File: src/rtl/mcrc_pkg.sv
// ----------------------------------------------------------------------------
// mcrc_pkg
// types, constants and crc helper of the modbus read-coils reply checker
// ----------------------------------------------------------------------------
`timescale 1ns / 1ps

package mcrc_pkg;

    localparam logic [15:0] CRC_INIT      = 16'hFFFF;
    localparam logic [15:0] CRC_POLY      = 16'hA001;
    localparam logic [7:0]  FC_READ_COILS = 8'h01;
    localparam logic [9:0]  MIN_FRAME     = 10'd5;
    localparam logic [8:0]  POS_LIMIT     = 9'd511;
    localparam logic [9:0]  HDR_BYTES     = 10'd3;
    localparam int          Q_DEPTH       = 2;

    // configuration register indexes
    typedef enum logic [0:0] {
        CFG_SLAVE_ADDRESS = 1'b0,
        CFG_COILS_IN_USE  = 1'b1
    } cfg_index_t;

    // frame status codes
    typedef enum logic [2:0] {
        ST_OK        = 3'd0,
        ST_SHORT     = 3'd1,
        ST_WRONG_SLV = 3'd2,
        ST_WRONG_FC  = 3'd3,
        ST_TRUNCATED = 3'd4,
        ST_CRC_ERR   = 3'd5
    } status_t;

    // role of one byte inside the frame
    typedef enum logic [3:0] {
        KIND_ADDR,
        KIND_FUNC,
        KIND_COUNT,
        KIND_DATA,
        KIND_COIL_LO,
        KIND_COIL_HI,
        KIND_CRC_LO,
        KIND_CRC_HI,
        KIND_SKIP
    } kind_t;

    // classified byte travelling from front to back
    typedef struct packed {
        logic [7:0] data;
        kind_t      kind;
        logic       bad;
        logic       last;
        logic       is_short;
        logic       is_trunc;
    } q_entry_t;

    // one byte through crc-16, lsb first
    function automatic logic [15:0] crc16_byte(input logic [15:0] crc, input logic [7:0] b);
        logic [15:0] c;
        c = crc ^ {8'h00, b};
        for (int k = 0; k < 8; k++) begin
            c = c[0] ? ((c >> 1) ^ CRC_POLY) : (c >> 1);
        end
        return c;
    endfunction

endpackage

File: src/rtl/mcrc_result_if.sv
// ----------------------------------------------------------------------------
// mcrc_result_if
// valid/ready channel carrying one check result per frame
// ----------------------------------------------------------------------------
`timescale 1ns / 1ps

interface mcrc_result_if;
    logic        valid;
    logic        ready;
    logic [2:0]  frame_status;
    logic [15:0] coil_states;

    modport source (output valid, output frame_status, output coil_states, input ready);
    modport sink   (input valid, input frame_status, input coil_states, output ready);
endinterface

File: src/rtl/mcrc_back.sv
// ----------------------------------------------------------------------------
// mcrc_back
// runs crc, captures trailing crc and coils, produces the frame result
// ----------------------------------------------------------------------------
`timescale 1ns / 1ps

module mcrc_back
    import mcrc_pkg::*;
#(
    parameter int COIL_W = 16
)
(
    input  logic        clk,
    input  logic        rst_n,
    input  logic [4:0]  coils_in_use,
    input  logic        q_valid,
    input  q_entry_t    head,
    output logic        pop,
    mcrc_result_if.source result
);

    logic [15:0]       crc_reg, crc_next;
    logic [15:0]       rcrc_reg, rcrc_next;
    logic [COIL_W-1:0] coils_reg, coils_next;
    logic              slave_bad_reg, slave_bad_next;
    logic              func_bad_reg, func_bad_next;
    logic              out_valid_reg, out_valid_next;
    status_t           status_reg, status_next;
    logic [15:0]       states_reg, states_next;
    logic [15:0]       coil_ins;
    logic [4:0]        coil_n;
    logic [15:0]       coil_mask;
    logic [15:0]       coils_wide;

    assign result.valid        = out_valid_reg;
    assign result.frame_status = status_reg;
    assign result.coil_states  = states_reg;

    // a final byte waits until the result register is free
    assign pop = q_valid && (!head.last || !out_valid_reg || result.ready);

    // coil count clamped to the stored coil width
    assign coil_n     = (coils_in_use > 5'(COIL_W)) ? 5'(COIL_W) : coils_in_use;
    assign coils_wide = 16'(coils_reg);
    always_comb begin
        for (int i = 0; i < 16; i++) begin
            coil_mask[i] = 5'(i) < coil_n;
        end
    end

    // per-byte frame state update
    always_comb begin
        crc_next       = crc_reg;
        rcrc_next      = rcrc_reg;
        coils_next     = coils_reg;
        slave_bad_next = slave_bad_reg;
        func_bad_next  = func_bad_reg;
        coil_ins       = '0;
        unique case (head.kind)
            KIND_ADDR:
            begin
                slave_bad_next = head.bad;
                crc_next       = crc16_byte(crc_reg, head.data);
            end
            KIND_FUNC:
            begin
                func_bad_next = head.bad;
                crc_next      = crc16_byte(crc_reg, head.data);
            end
            KIND_COUNT, KIND_DATA:
            begin
                crc_next = crc16_byte(crc_reg, head.data);
            end
            KIND_COIL_LO:
            begin
                crc_next   = crc16_byte(crc_reg, head.data);
                coil_ins   = {8'h00, head.data};
                coils_next = coils_reg | coil_ins[COIL_W-1:0];
            end
            KIND_COIL_HI:
            begin
                crc_next   = crc16_byte(crc_reg, head.data);
                coil_ins   = {head.data, 8'h00};
                coils_next = coils_reg | coil_ins[COIL_W-1:0];
            end
            KIND_CRC_LO:
            begin
                rcrc_next = {rcrc_reg[15:8], head.data};
            end
            KIND_CRC_HI:
            begin
                rcrc_next = {head.data, rcrc_reg[7:0]};
            end
            default:
            begin
            end
        endcase
    end

    // result decision in check order
    always_comb begin
        states_next = '0;
        priority if (head.is_short) begin
            status_next = ST_SHORT;
        end
        else if (slave_bad_reg) begin
            status_next = ST_WRONG_SLV;
        end
        else if (func_bad_reg) begin
            status_next = ST_WRONG_FC;
        end
        else if (head.is_trunc) begin
            status_next = ST_TRUNCATED;
        end
        else if (crc_next != rcrc_next) begin
            status_next = ST_CRC_ERR;
        end
        else begin
            status_next = ST_OK;
            states_next = coils_wide & coil_mask;
        end
    end

    // output register handshake
    always_comb begin
        out_valid_next = out_valid_reg;
        if (result.ready) begin
            out_valid_next = 1'b0;
        end
        if (pop && head.last) begin
            out_valid_next = 1'b1;
        end
    end

    always_ff @(posedge clk or negedge rst_n) begin
        if (!rst_n) begin
            crc_reg       <= CRC_INIT;
            rcrc_reg      <= '0;
            coils_reg     <= '0;
            slave_bad_reg <= 1'b0;
            func_bad_reg  <= 1'b0;
            out_valid_reg <= 1'b0;
        end
        else begin
            out_valid_reg <= out_valid_next;
            if (pop) begin
                if (head.last) begin
                    crc_reg       <= CRC_INIT;
                    rcrc_reg      <= '0;
                    coils_reg     <= '0;
                    slave_bad_reg <= 1'b0;
                    func_bad_reg  <= 1'b0;
                end
                else begin
                    crc_reg       <= crc_next;
                    rcrc_reg      <= rcrc_next;
                    coils_reg     <= coils_next;
                    slave_bad_reg <= slave_bad_next;
                    func_bad_reg  <= func_bad_next;
                end
            end
        end
    end

    // result payload
    always_ff @(posedge clk) begin
        if (pop && head.last) begin
            status_reg <= status_next;
            states_reg <= states_next;
        end
    end

endmodule

File: src/flat_wrapper.sv
// flat-port wrapper written by rule: the top's interface ports become plain ports
module mcrc_back_flat import mcrc_pkg::*;
#(
    parameter int COIL_W = 16
)
  (clk, rst_n, coils_in_use, q_valid, head, pop, result_valid, result_frame_status, result_coil_states, result_ready);
  mcrc_result_if result_i ();
  input  logic clk;
  input  logic rst_n;
  input  logic [4:0] coils_in_use;
  input  logic q_valid;
  input  q_entry_t head;
  output logic pop;
  output wire logic [$bits(result_i.valid)-1:0] result_valid;
  output wire logic [$bits(result_i.frame_status)-1:0] result_frame_status;
  output wire logic [$bits(result_i.coil_states)-1:0] result_coil_states;
  input wire logic [$bits(result_i.ready)-1:0] result_ready;
  assign result_valid = result_i.valid;
  assign result_frame_status = result_i.frame_status;
  assign result_coil_states = result_i.coil_states;
  assign result_i.ready = result_ready;
  mcrc_back #(.COIL_W(COIL_W)) u_core (.clk(clk), .rst_n(rst_n), .coils_in_use(coils_in_use), .q_valid(q_valid), .head(head), .pop(pop), .result(result_i));
endmodule
File: config.mk
export PLATFORM = sky130hd
export DESIGN_NAME = mcrc_back_flat
export DESIGN_NICKNAME = d
export VERILOG_FILES = /design/src/rtl/mcrc_pkg.sv /design/src/rtl/mcrc_result_if.sv /design/src/rtl/mcrc_back.sv /design/src/flat_wrapper.sv
export SDC_FILE = /design/constraint.sdc
export NUM_CORES = 1
export LEC_CHECK = 0
export BUFFER_PORTS_ARGS = -buffer_cell sky130_fd_sc_hd__buf_2
export CELL_PAD_IN_SITES_DETAIL_PLACEMENT = 1
export CELL_PAD_IN_SITES_GLOBAL_PLACEMENT = 1
export CORE_ASPECT_RATIO = 1.25
export CORE_MARGIN = 3
export CORE_UTILIZATION = 40
export DETAILED_ROUTE_END_ITERATION = 16
export PLACE_DENSITY = 0.79
export SLEW_MARGIN = 0
export SYNTH_ARGS = -nofsm -noshare
export SYNTH_HDL_FRONTEND = slang
export SYNTH_SLANG_ARGS = --single-unit
File: constraint.sdc
create_clock -name clk -period 7.98 [get_ports clk]
set_clock_uncertainty 0.1 [all_clocks]
set_input_delay 0.399 -clock clk [delete_from_list [all_inputs] [get_ports clk]]
set_output_delay 0.399 -clock clk [all_outputs]
set_load 0.01 [all_outputs]
# Word level (Yosys, flattened, before mapping)

Cells that the tools add are included.

Word-level logic and storage cells: 88
Flip-flop bits (word level): 70

Bitwise logic cells: 12
$lt $le $gt $ge: 17
Muxes and demuxes: 25
Equal/unequal tests: 8
Reductions and logical operators: 17

Operators with widths:

| kind               | count |
|---|---|
| $mux 16            | 12 |
| $pmux 16 s2        | 2 |
| $lt 4x5->1 const A | 8 |
| $not 2->3          | 8 |
| $lt 3x5->1 const A | 4 |
| $and 16x16->16     | 1 |
| $eq 4x3->1 const B | 4 |
| $ne 16x16->1       | 1 |
| $or 16x16->16      | 1 |
| $or 16x8->16       | 1 |
| $xor 16x8->16      | 1 |
| $lt 1x5->1 const A | 2 |
| $lt 2x5->1 const A | 2 |
| $eq 4x2->1 const B | 2 |
| $mux 1             | 6 |
| $mux 3             | 2 |
| $reduce_and 2->1   | 3 |
| $reduce_bool 2->1  | 3 |
| $reduce_or 6->1    | 1 |
| $gt 5x5->1 const B | 1 |
| $mux 5             | 1 |
| $reduce_or 5->1    | 1 |
| $eq 4x1->1 const B | 1 |
| $logic_not 4->1    | 1 |
| other kinds (6)    | 10 |

# Depth between registers and ports, before layout

Gate-level depths: netlist (run 1).

Depth after elaboration: 23
Depth in mapped cells: 10
Mapped depth without buffers: 7

# Least setup slack after synthesis (run 1)

OpenSTA, ideal clock, no wires.

Kind: input to register
Start: in head[12] (netlist name)
End: reg u_core.states_reg[0] (netlist: u_core.result.coil_states[0]), data pin
Setup slack: 5260 ps
Data required time: 7599 ps
Arrival time: 2339 ps
Stages on the path: 9
Cells stage by stage: buf_2 xor2_2 xnor3_1 xor3_2 o211a_1 o2111a_2 nand4_4 buf_6 nor4_2

Longest elaborated chain between the ends: 14
Elaborated cells between the ends (all ways): 16
Classes of those cells: eq/ne: 1; mux: 10; bitwise: 4; reduce/logical: 1

RTL lines:

| item                                                  | RTL line           | source |
|---|---|---|
| start, declared                                       | flat_wrapper.sv:12 | `input q_entry_t head;` |
| $xor 16x8->16                                         | mcrc_pkg.sv:59     | `c = crc ^ {8'h00, b};` |
| $mux 16 (3 in a row)                                  | mcrc_pkg.sv:61     | `c = c[0] ? ((c >> 1) ^ CRC_POLY) : (c >> 1);` |
| $not 2->3 (no source line)                            | n/a                |  |
| $mux 16 (3 in a row)                                  | mcrc_pkg.sv:61     |  |
| $mux 16 or $not 2->3 (tied branches)                  | n/a                |  |
| $not 2->3 (no source line) or $mux 16 (tied branches) | n/a                |  |
| $mux 16                                               | mcrc_pkg.sv:61     |  |
| $mux 16                                               | n/a                |  |
| $ne 16x16->1 *                                        | mcrc_back.sv:115   | `else if (crc_next != rcrc_next) begin` |
| $reduce_or 5->1 (no source line) *                    | n/a                |  |
| end signal, assigned                                  | mcrc_back.sv:169   | `states_reg <= states_next;` |
| end, declared                                         | mcrc_back.sv:29    | `logic [15:0] states_reg, states_next;` |

Mark *: on every way between the ends. The rest lies on a longest branch, timed or not.
A chain may end at the register's enable or synchronous reset.

# Worst setup path in the final report (run 1)

Start: reg u_core.crc_reg[4]
End: reg u_core.states_reg[12] (netlist: u_core.result.coil_states[12]), data pin

Longest elaborated chain between the ends: 14
Elaborated cells between the ends (all ways): 15
Classes of those cells: eq/ne: 1; mux: 9; bitwise: 4; reduce/logical: 1

RTL lines:

| item                                                  | RTL line         | source |
|---|---|---|
| start, declared                                       | mcrc_back.sv:22  | `logic [15:0] crc_reg, crc_next;` |
| start signal, assigned                                | mcrc_back.sv:155 | `crc_reg <= crc_next;` |
| $xor 16x8->16                                         | mcrc_pkg.sv:59   |  |
| $mux 16 (3 in a row)                                  | mcrc_pkg.sv:61   |  |
| $not 2->3 (no source line)                            | n/a              |  |
| $mux 16 (3 in a row)                                  | mcrc_pkg.sv:61   |  |
| $mux 16 or $not 2->3 (tied branches)                  | n/a              |  |
| $not 2->3 (no source line) or $mux 16 (tied branches) | n/a              |  |
| $mux 16                                               | mcrc_pkg.sv:61   |  |
| $mux 16 *                                             | n/a              |  |
| $ne 16x16->1 *                                        | mcrc_back.sv:115 |  |
| $reduce_or 5->1 (no source line) *                    | n/a              |  |

Marked as above.

==> summary by stage, run 1 <==
CTS
The total setup buffers inserted after CTS is 0. The H-tree was split into 3 levels. The clock transition at the registers of the reported paths is 60 ps. The maximum count of clock buffers along a single path is 2. The post-cts repair resize count is 0.

In this run, CTS created clock tree buffers numbering 9. The sink count of the clock tree is 70. The tree is rooted in a clkbuf_16. The clock reaches the later pin of the worst-skew pair after 330 ps. The number of buffers inserted by hold repair at cts is 0. TritonCTS built the clock tree.

Logic synthesis
The mapped netlist covers 4060 um2. By instance count, the leading cell after synthesis is nor2_1. The synthesized netlist cell count is 385. The mean area per synthesized cell is around 11 um2.

The unique cell type count in the Yosys netlist is between 60 and 70. Sequential elements use 46.0% of the synthesized area. Yosys mapped a number of flops with a built-in enable equal to 19. The total nets after synthesis is 410. The flip-flop and latch count after synthesis is 70. The share of async-settable or async-resettable flops after synthesis is 72.9%. By count the netlist is led by nor2_1, dfrtp_1, a21oi_1, mux2i_1, edfxtp_1. For this run, the leading register cell type out of synthesis is dfrtp_1. The largest total area in the synthesized netlist belongs to dfrtp_1. Ranked by total cell area, the synthesized netlist is headed by dfrtp_1, edfxtp_1, dfstp_2.

The total of warnings raised by yosys is 0. The portion of synthesized cell area occupied by the leading cell type is between 20% and 30%.

Critical path
The path depth of the worst reg2reg path is 7. In this run the worst path has a maximum fanout of 16. The worst setup path is launched from a flip-flop. The endpoint of the most critical setup path is u_core.result.coil_states[12]$_SDFFCE_PP0P_. The worst register-to-register path ends at u_core.result.coil_states[12]$_SDFFCE_PP0P_. For the worst setup path, the data arrival time is around 3200 ps. By startpoint and endpoint, the worst setup path is classified as reg2reg.

The required time of the critical path is ~8000 ps. In this run the critical register-to-register path is launched from u_core.crc_reg[4]$_DFFE_PN1P_. The largest individual stage delay along the critical path comes from the cell dfstp_2. In this run the register-to-register setup slack is 4790 ps. The highest cell delay on the worst timing path is 580 ps. The critical path capture point type is a flip-flop.

The signal on the critical path passes through xor2_2 > xnor3_1 > xor3_2 > mux2i_1 > o211ai_1 > nand4_4 > nor4_1. Tracing the worst setup path back leads to its startpoint at u_core.crc_reg[4]$_DFFE_PN1P_.

STA
The tightest hold path in the finished design has a slack of 81.6 ps. Setup repair after global routing left no endpoint under its margin. The actual transition at the worst max-transition pin is 1250 ps. The top achievable clock speed is 314 MHz. In the final timing run, aggregate negative setup slack is 0 ps. The relative max-transition margin is 15.7%. The post-route minimum period is 3190 ps. The number of max-slew violations in the final report is 0. The number of failing hold endpoints at the final stage is 0. Of the available clock period, the critical path in the final layout requires roughly two fifths. The setup-violating endpoint count in the final report is 0.

Power and ir drop
Overall power consumption after layout is estimated at 1.16 mW. The worst-case IR drop observed on VDD is 0.135 mV. Summed over all nets, the switching power comes to 0.350 mW.

Per report_power, the clock group accounts for 36.5% of the total. The standby leakage power is 1.96 nW. The relative contribution of sequential cells to total power is 38.2%.

Dividing total power by cell area gives a power density of between 200 and 300 nW/um2. The design internal power is 0.814 mW. The share of power burned in combinational logic is 25.3%. The fraction of power spent switching nets is around 30%.

Global route
The global-route track usage on met3 is 3.31%. Global routing finished with a remaining overflow of 0. Entering global routing, the biggest net connects 52 pins. The combined global-route utilization of all metal layers is 19.2%.

For met2 alone, demand over resource in global routing was 33.9%. The number of global-route vias before repair came to between 3000 and 4000. The layer flagged by global routing as most heavily used is met2. The number of antenna violations at the first check in global routing is 0. The first global-routing pass estimated 17000 um of wire. The met1 routing resource usage after global routing is about 22%.

Placed design
The global placer's final weighted congestion is ~0.87. Including well taps, the total number of placed cells is 530. Port buffering added 45 buffers. Summed over all nets, the half-perimeter wirelength after detailed placement is approximately 7500 um.

Routing
The initial detailed-routing violation count is 111. The via count is 3199. The first detailed-routing pass took 4 iterations. In this run the remaining antenna-violating nets after routing total 0.

In the final routed layout, each cell accounts on average for 19.1 um. The ratio of routed vias to standard cells is 5.87. The routed wire length is 10400 um.

For this run, design rule violations remaining after detail routing come to 0.

Cells and area
From synthesis to final layout, the design area changed by 14.6%. The repair_antennas step left the layout with diodes totalling 0. The count of non-filler cells in the finished layout is about 550. For this run, the post-layout net count is 440.

The share of cells above drive strength 1 is 25.8%. The post-route core utilization is 47.7%.

Floorplanning
46 I/O pins were placed. The initial utilization of the core area, before any placement, comes to 41.6%. The core area is 9760 um2. The site row count is 40. The floorplan step defined a die boundary enclosing ~11000 um2. The die is approximately 120 um tall. From left edge to right edge, the die measures 96.1 um.

Run status
The run finished with clean final reports.

Flow run
Max-cap violations in this run came to 0.

Min path
The min-delay analysis places its worst path in the category in2async.
-- power groups by stage --
stage	Clock [mW]	Sequential (mW)	Combinational (mW)
6_report	0.425	0.444	0.295
5_1_grt	0.447	0.449	0.319
4_1_cts	0.431	0.444	0.295
3_5_place_dp	0	0.449	0.293
3_3_place_gp	0	0.446	0.281
2_1_floorplan	0	0.440	0.227
-- placed cells by master (no fill, tap or decap), drive strengths merged, types with 3 or more instances in the layout --
cell | Yosys | routed
nand2 | 17 | 17
clkbuf | 17 | 9
nor3 | 3 | 3
dfstp | 16 | 16
o21ai | 15 | 15
nor4 | 15 | 15
o22a | 8 | 8
xnor2 | 19 | 19
dfrtp | 35 | 35
o21a | 5 | 5
or3 | 6 | 6
o31ai | 5 | 5
a211o | 5 | 5
inv | 4 | 4
nand2b | 11 | 11
and2 | 4 | 4
nor2 | 39 | 39
buf | 12 | 48
a22o | 15 | 15
and3 | 5 | 5
o211ai | 8 | 8
clkinv | 1 | 5
xor2 | 3 | 3
edfxtp | 19 | 19
a21oi | 31 | 31
a21o | 3 | 3
nand3 | 6 | 6
mux2i | 20 | 20
nor2b | 7 | 7
-- cells by family after synthesis --
kind of cell,after synthesis,synth area share [%]
buffers and inverters,34,3.67
and+or+nand+nor,125,18.1
DFF,70,46.0
xor gates and xnor gates,25,7.95
AOI/OAI and AO/OA,109,18.8
muxes,22,5.49
-- area by class of cell --
type,instances,area [um2]
inverter,5,18.8
timing repair buffer,48,248
multi-input combinational,281,2050
fill,1114,5110
clock inverter,6,87.6
clock buffer,9,225
tap,126,158
sequential,70,1870
-- worst min path at each step --
stage,slack [ps],end,cells after the start
floorplan,3,u_core.coils_reg[0]$_DFFE_PN0P_,0
global placement,370,u_core.coils_reg[6]$_DFFE_PN0P_,2
detailed placement,380,u_core.coils_reg[3]$_DFFE_PN0P_,2
CTS,100,u_core.rcrc_reg[3]$_DFFE_PN0P_,2
global route,130,u_core.rcrc_reg[2]$_DFFE_PN0P_,2
finish,80,u_core.rcrc_reg[3]$_DFFE_PN0P_,2
-- through the flow --
step,setup WS (ps),cell area [um2]
2_1_floorplan,5260,4060
3_3_place_gp,4680,4340
3_5_place_dp,4520,4340
4_1_cts,4800,4650
5_1_grt,4580,4650
6_report,4790,4650
-- layer usage --
metal  up-vias  share of wire (%)
li1       1479                  -
met1      1615                 40
met2        81                 54
met3        24                3.5
met4         0                2.8
met5         -                  0
-- worst max-delay path, delay by kind of cell, from the launching register on --
family          cells  cell delay (ps)
simple gates        2              730
compound gates      1              360
flops               1              580
mux                 1              170
xor+xnor            3             1050
(Power assumes the default switching activity.)
==> run 2: changes to the inputs <==
==> constraint.sdc (replaced) <==
create_clock -name clk -period 3.26 [get_ports clk]
set_clock_uncertainty 0.1 [all_clocks]
set_input_delay 0.163 -clock clk [delete_from_list [all_inputs] [get_ports clk]]
set_output_delay 0.163 -clock clk [all_outputs]
set_load 0.01 [all_outputs]
==> summary by stage, run 2 (synthesis results as in run 1) <==
Routing
After detailed routing, the total wire length is 10400 um. The ratio of routed vias to standard cells is approximately 5.8. Detailed routing inserted a total of 3170 vias. The routed wire length per instance is 18.8 um. The DRC violations left is 0.

The number of antenna-violating nets in the routed design is 0. The number of iterations in the first detailed-routing pass is 4. After the first detailed-routing iteration, the DRC count stood at 176.

Global route
The largest net degree at the start of global routing is 42. The remaining global-route overflow is 0. The number of global-route vias before repair is 3391. The number of antenna violations at the first check in global routing is 0.

The first global-routing pass estimated between 15000 and 20000 um of wire. The combined global-route utilization of all metal layers is between 10% and 20%.

Power and ir drop
The relative contribution of sequential cells to total power is 39.1%. The fraction of power consumed by the clock network is 34.8%. In this run the power density over the cells is 592 nW/um2. The worst supply voltage drop on vdd is between 0.3 and 0.4 mV. Cell internal power was estimated by the tool at 1.94 mW. Summed over all nets, the switching power comes to 0.837 mW. Per report_power, the combinational group accounts for 26.1% of the total. The standby leakage power is 1.97 nW. Net switching is 30.2% of the power.

Floorplanning
The site row count is 40. The starting density of the core is 41.6%. The total area inside the core boundary comes to ~9800 um2. The top-level port count is 46. The floorplan step set the die width to approximately 96 um. The y dimension of the die is around 120 um. The floorplan step defined a die boundary enclosing 11400 um2.

CTS
Counting every sink on the clock net gives 70. Clock-pin slew was measured on the worst setup and hold paths at roughly 60 ps. The H-tree depth is 3. The maximum count of clock buffers along a single path is 2. TritonCTS built the clock tree. The tree is rooted in a clkbuf_16. The clock insertion delay at the later pin of the skew report is 330 ps. Counting the buffers created by CTS gives 9.

Cells and area
The share of cells above drive strength 1 is 26.9%. The number of antenna diodes in the final layout is 0. From synthesis to final layout, the design area changed by 15.5%. The number of fill cells in the layout is 1107.

At the end of the flow, the number of nets in the layout was 445. The library cells used most frequently in the layout, excluding fill and tap cells, are buf_2, nor2_1, dfrtp_1, a21oi_1, mux2i_1. The area of all sequential standard cells is around 1900 um2. Cells fill 48.1% of the core in the end. Leaving out fill and tap cells, the most frequent cell in the layout is buf_2. The area of the multi-input gates is just over 2000 um2.

STA
The ratio of final minimum period to clock period is 97.5%. The relative max-transition margin is 36.4%. The number of max-slew violations in the final report is 0. The top achievable clock speed is between 300 and 400 MHz.

The number of failing hold endpoints at the final stage is 0. The tightest hold margin is about 32 ps. The actual transition at the worst max-transition pin is 954 ps. The setup-violating endpoint count in the final report is 0. Counting I/O delays and the setup requirement, the final critical path takes 3180 ps.

Critical path
For the worst setup path, the data arrival time is ~3200 ps. The largest delay contributor family on the critical path is XOR/XNOR gates. For the worst flop-to-flop path, the logic depth is 7. The total stage count of the critical path is 7. The signal on the critical path passes through xor2_2 > xnor3_1 > xor3_2 > a211oi_2 > o2111a_2 > nand4_4 > nor4_1.

The critical path capture point type is a flip-flop. The buffering stage count on the worst path with inverters included is 0. The required time of the critical path is approximately 3300 ps. The worst setup path is launched from a flip-flop. The critical-path maximum fanout is 16. The standard cell with the maximum stage delay on the critical path is dfstp_2. The largest single stage delay on the critical path is 570 ps. The type of the worst setup path is reg2reg.

Placed design
The global placer's final weighted congestion is ~0.80. The post-detailed-placement half-perimeter wirelength is 7470 um. The number of port buffers is 45.

Min path
The path type of the worst min-delay path is in2reg. The cell depth of the worst min-delay path is 3.

Run status
The flow ran to the end, and the final reports show no timing, DRC or antenna violations.

Flow run
Across the run, the number of max-cap violations was 0.
-- run 2: changes by cell type in the layout (fill, tap and decap cells not counted), moves of 2 or more --
cell,before,now
nor4_2,9,11
nor4_1,5,3
clkinv_4,2,0
buf_4,3,7
-- run 2: what timing repair did --
item | in CTS | in global routing
setup endpoints to repair | 0 | 3
resized for setup | 0 | 3
hold buffers | 1 | 0
endpoints found under the hold margin | 35 | 0
buffers inserted | 0 | 0
-- run 2: final timing paths --
| kind | from | to | slack, ps |
|---|---|---|---|
| max reg2reg | u_core.crc_reg[4]$_DFFE_PN1P_ | u_core.result.coil_states[12]$_SDFFCE_PP0P_ | 80 |
| max | u_core.crc_reg[4]$_DFFE_PN1P_ | u_core.result.coil_states[12]$_SDFFCE_PP0P_ | 80 |
| min reg2reg | u_core.coils_reg[11]$_DFFE_PN0P_ | u_core.coils_reg[11]$_DFFE_PN0P_ | 400 |
| min | head[1] | u_core.result.frame_status[0]$_SDFFCE_PP1P_ | 30 |
| max in group asynchronous | rst_n | u_core.crc_reg[5]$_DFFE_PN1P_ | 1860 |
| min in group asynchronous | rst_n | u_core.rcrc_reg[7]$_DFFE_PN0P_ | 420 |
-- run 2: final cells by class --
class	instances	area share, %
clock buffers	11	5.18
clock inverters	4	1.01
inverters	5	0.400
multi-input cells	281	44.1
flip-flops and latches	70	39.8
well taps	126	3.36
repair buffers	53	6.14
-- run 2: worst register-to-register path: stages (launching register included) --
cell	delay, ps
dfstp_2	570
xor2_2	250
xnor3_1	460
xor3_2	360
a211oi_2	290
o2111a_2	260
nand4_4	320
nor4_1	380
-- run 2: power groups by stage --
stage                     Clock (mW)  Combinational (mW)  Sequential [mW]
after floorplan                    0               0.555             1.08
after global placement             0               0.694             1.09
after detailed placement           0               0.721             1.10
after CTS                      0.990               0.728             1.08
after global routing            1.03               0.793             1.10
final                          0.965               0.725             1.08
-- run 2: layer usage --
metal	global-route usage, %	share of wire (%)	up-vias
li1	-	-	1487
met1	23.2	40	1602
met2	34.4	55	64
met3	2.61	2.7	17
met4	7.92	2.1	0
met5	0	0	-
-- run 2: stage by stage --
stage	TNS, ps	std cells	setup WS (ps)	power, mW	instance area (um2)
final	0	550	81.2	2.78	4690
after floorplan	0	385	558	1.63	4060
after CTS	0	550	81.6	2.80	4670
after global placement	0	534	290	1.79	4370
after detailed placement	0	534	103	1.82	4370
after global routing	-22.1	550	-7.66	2.92	4690
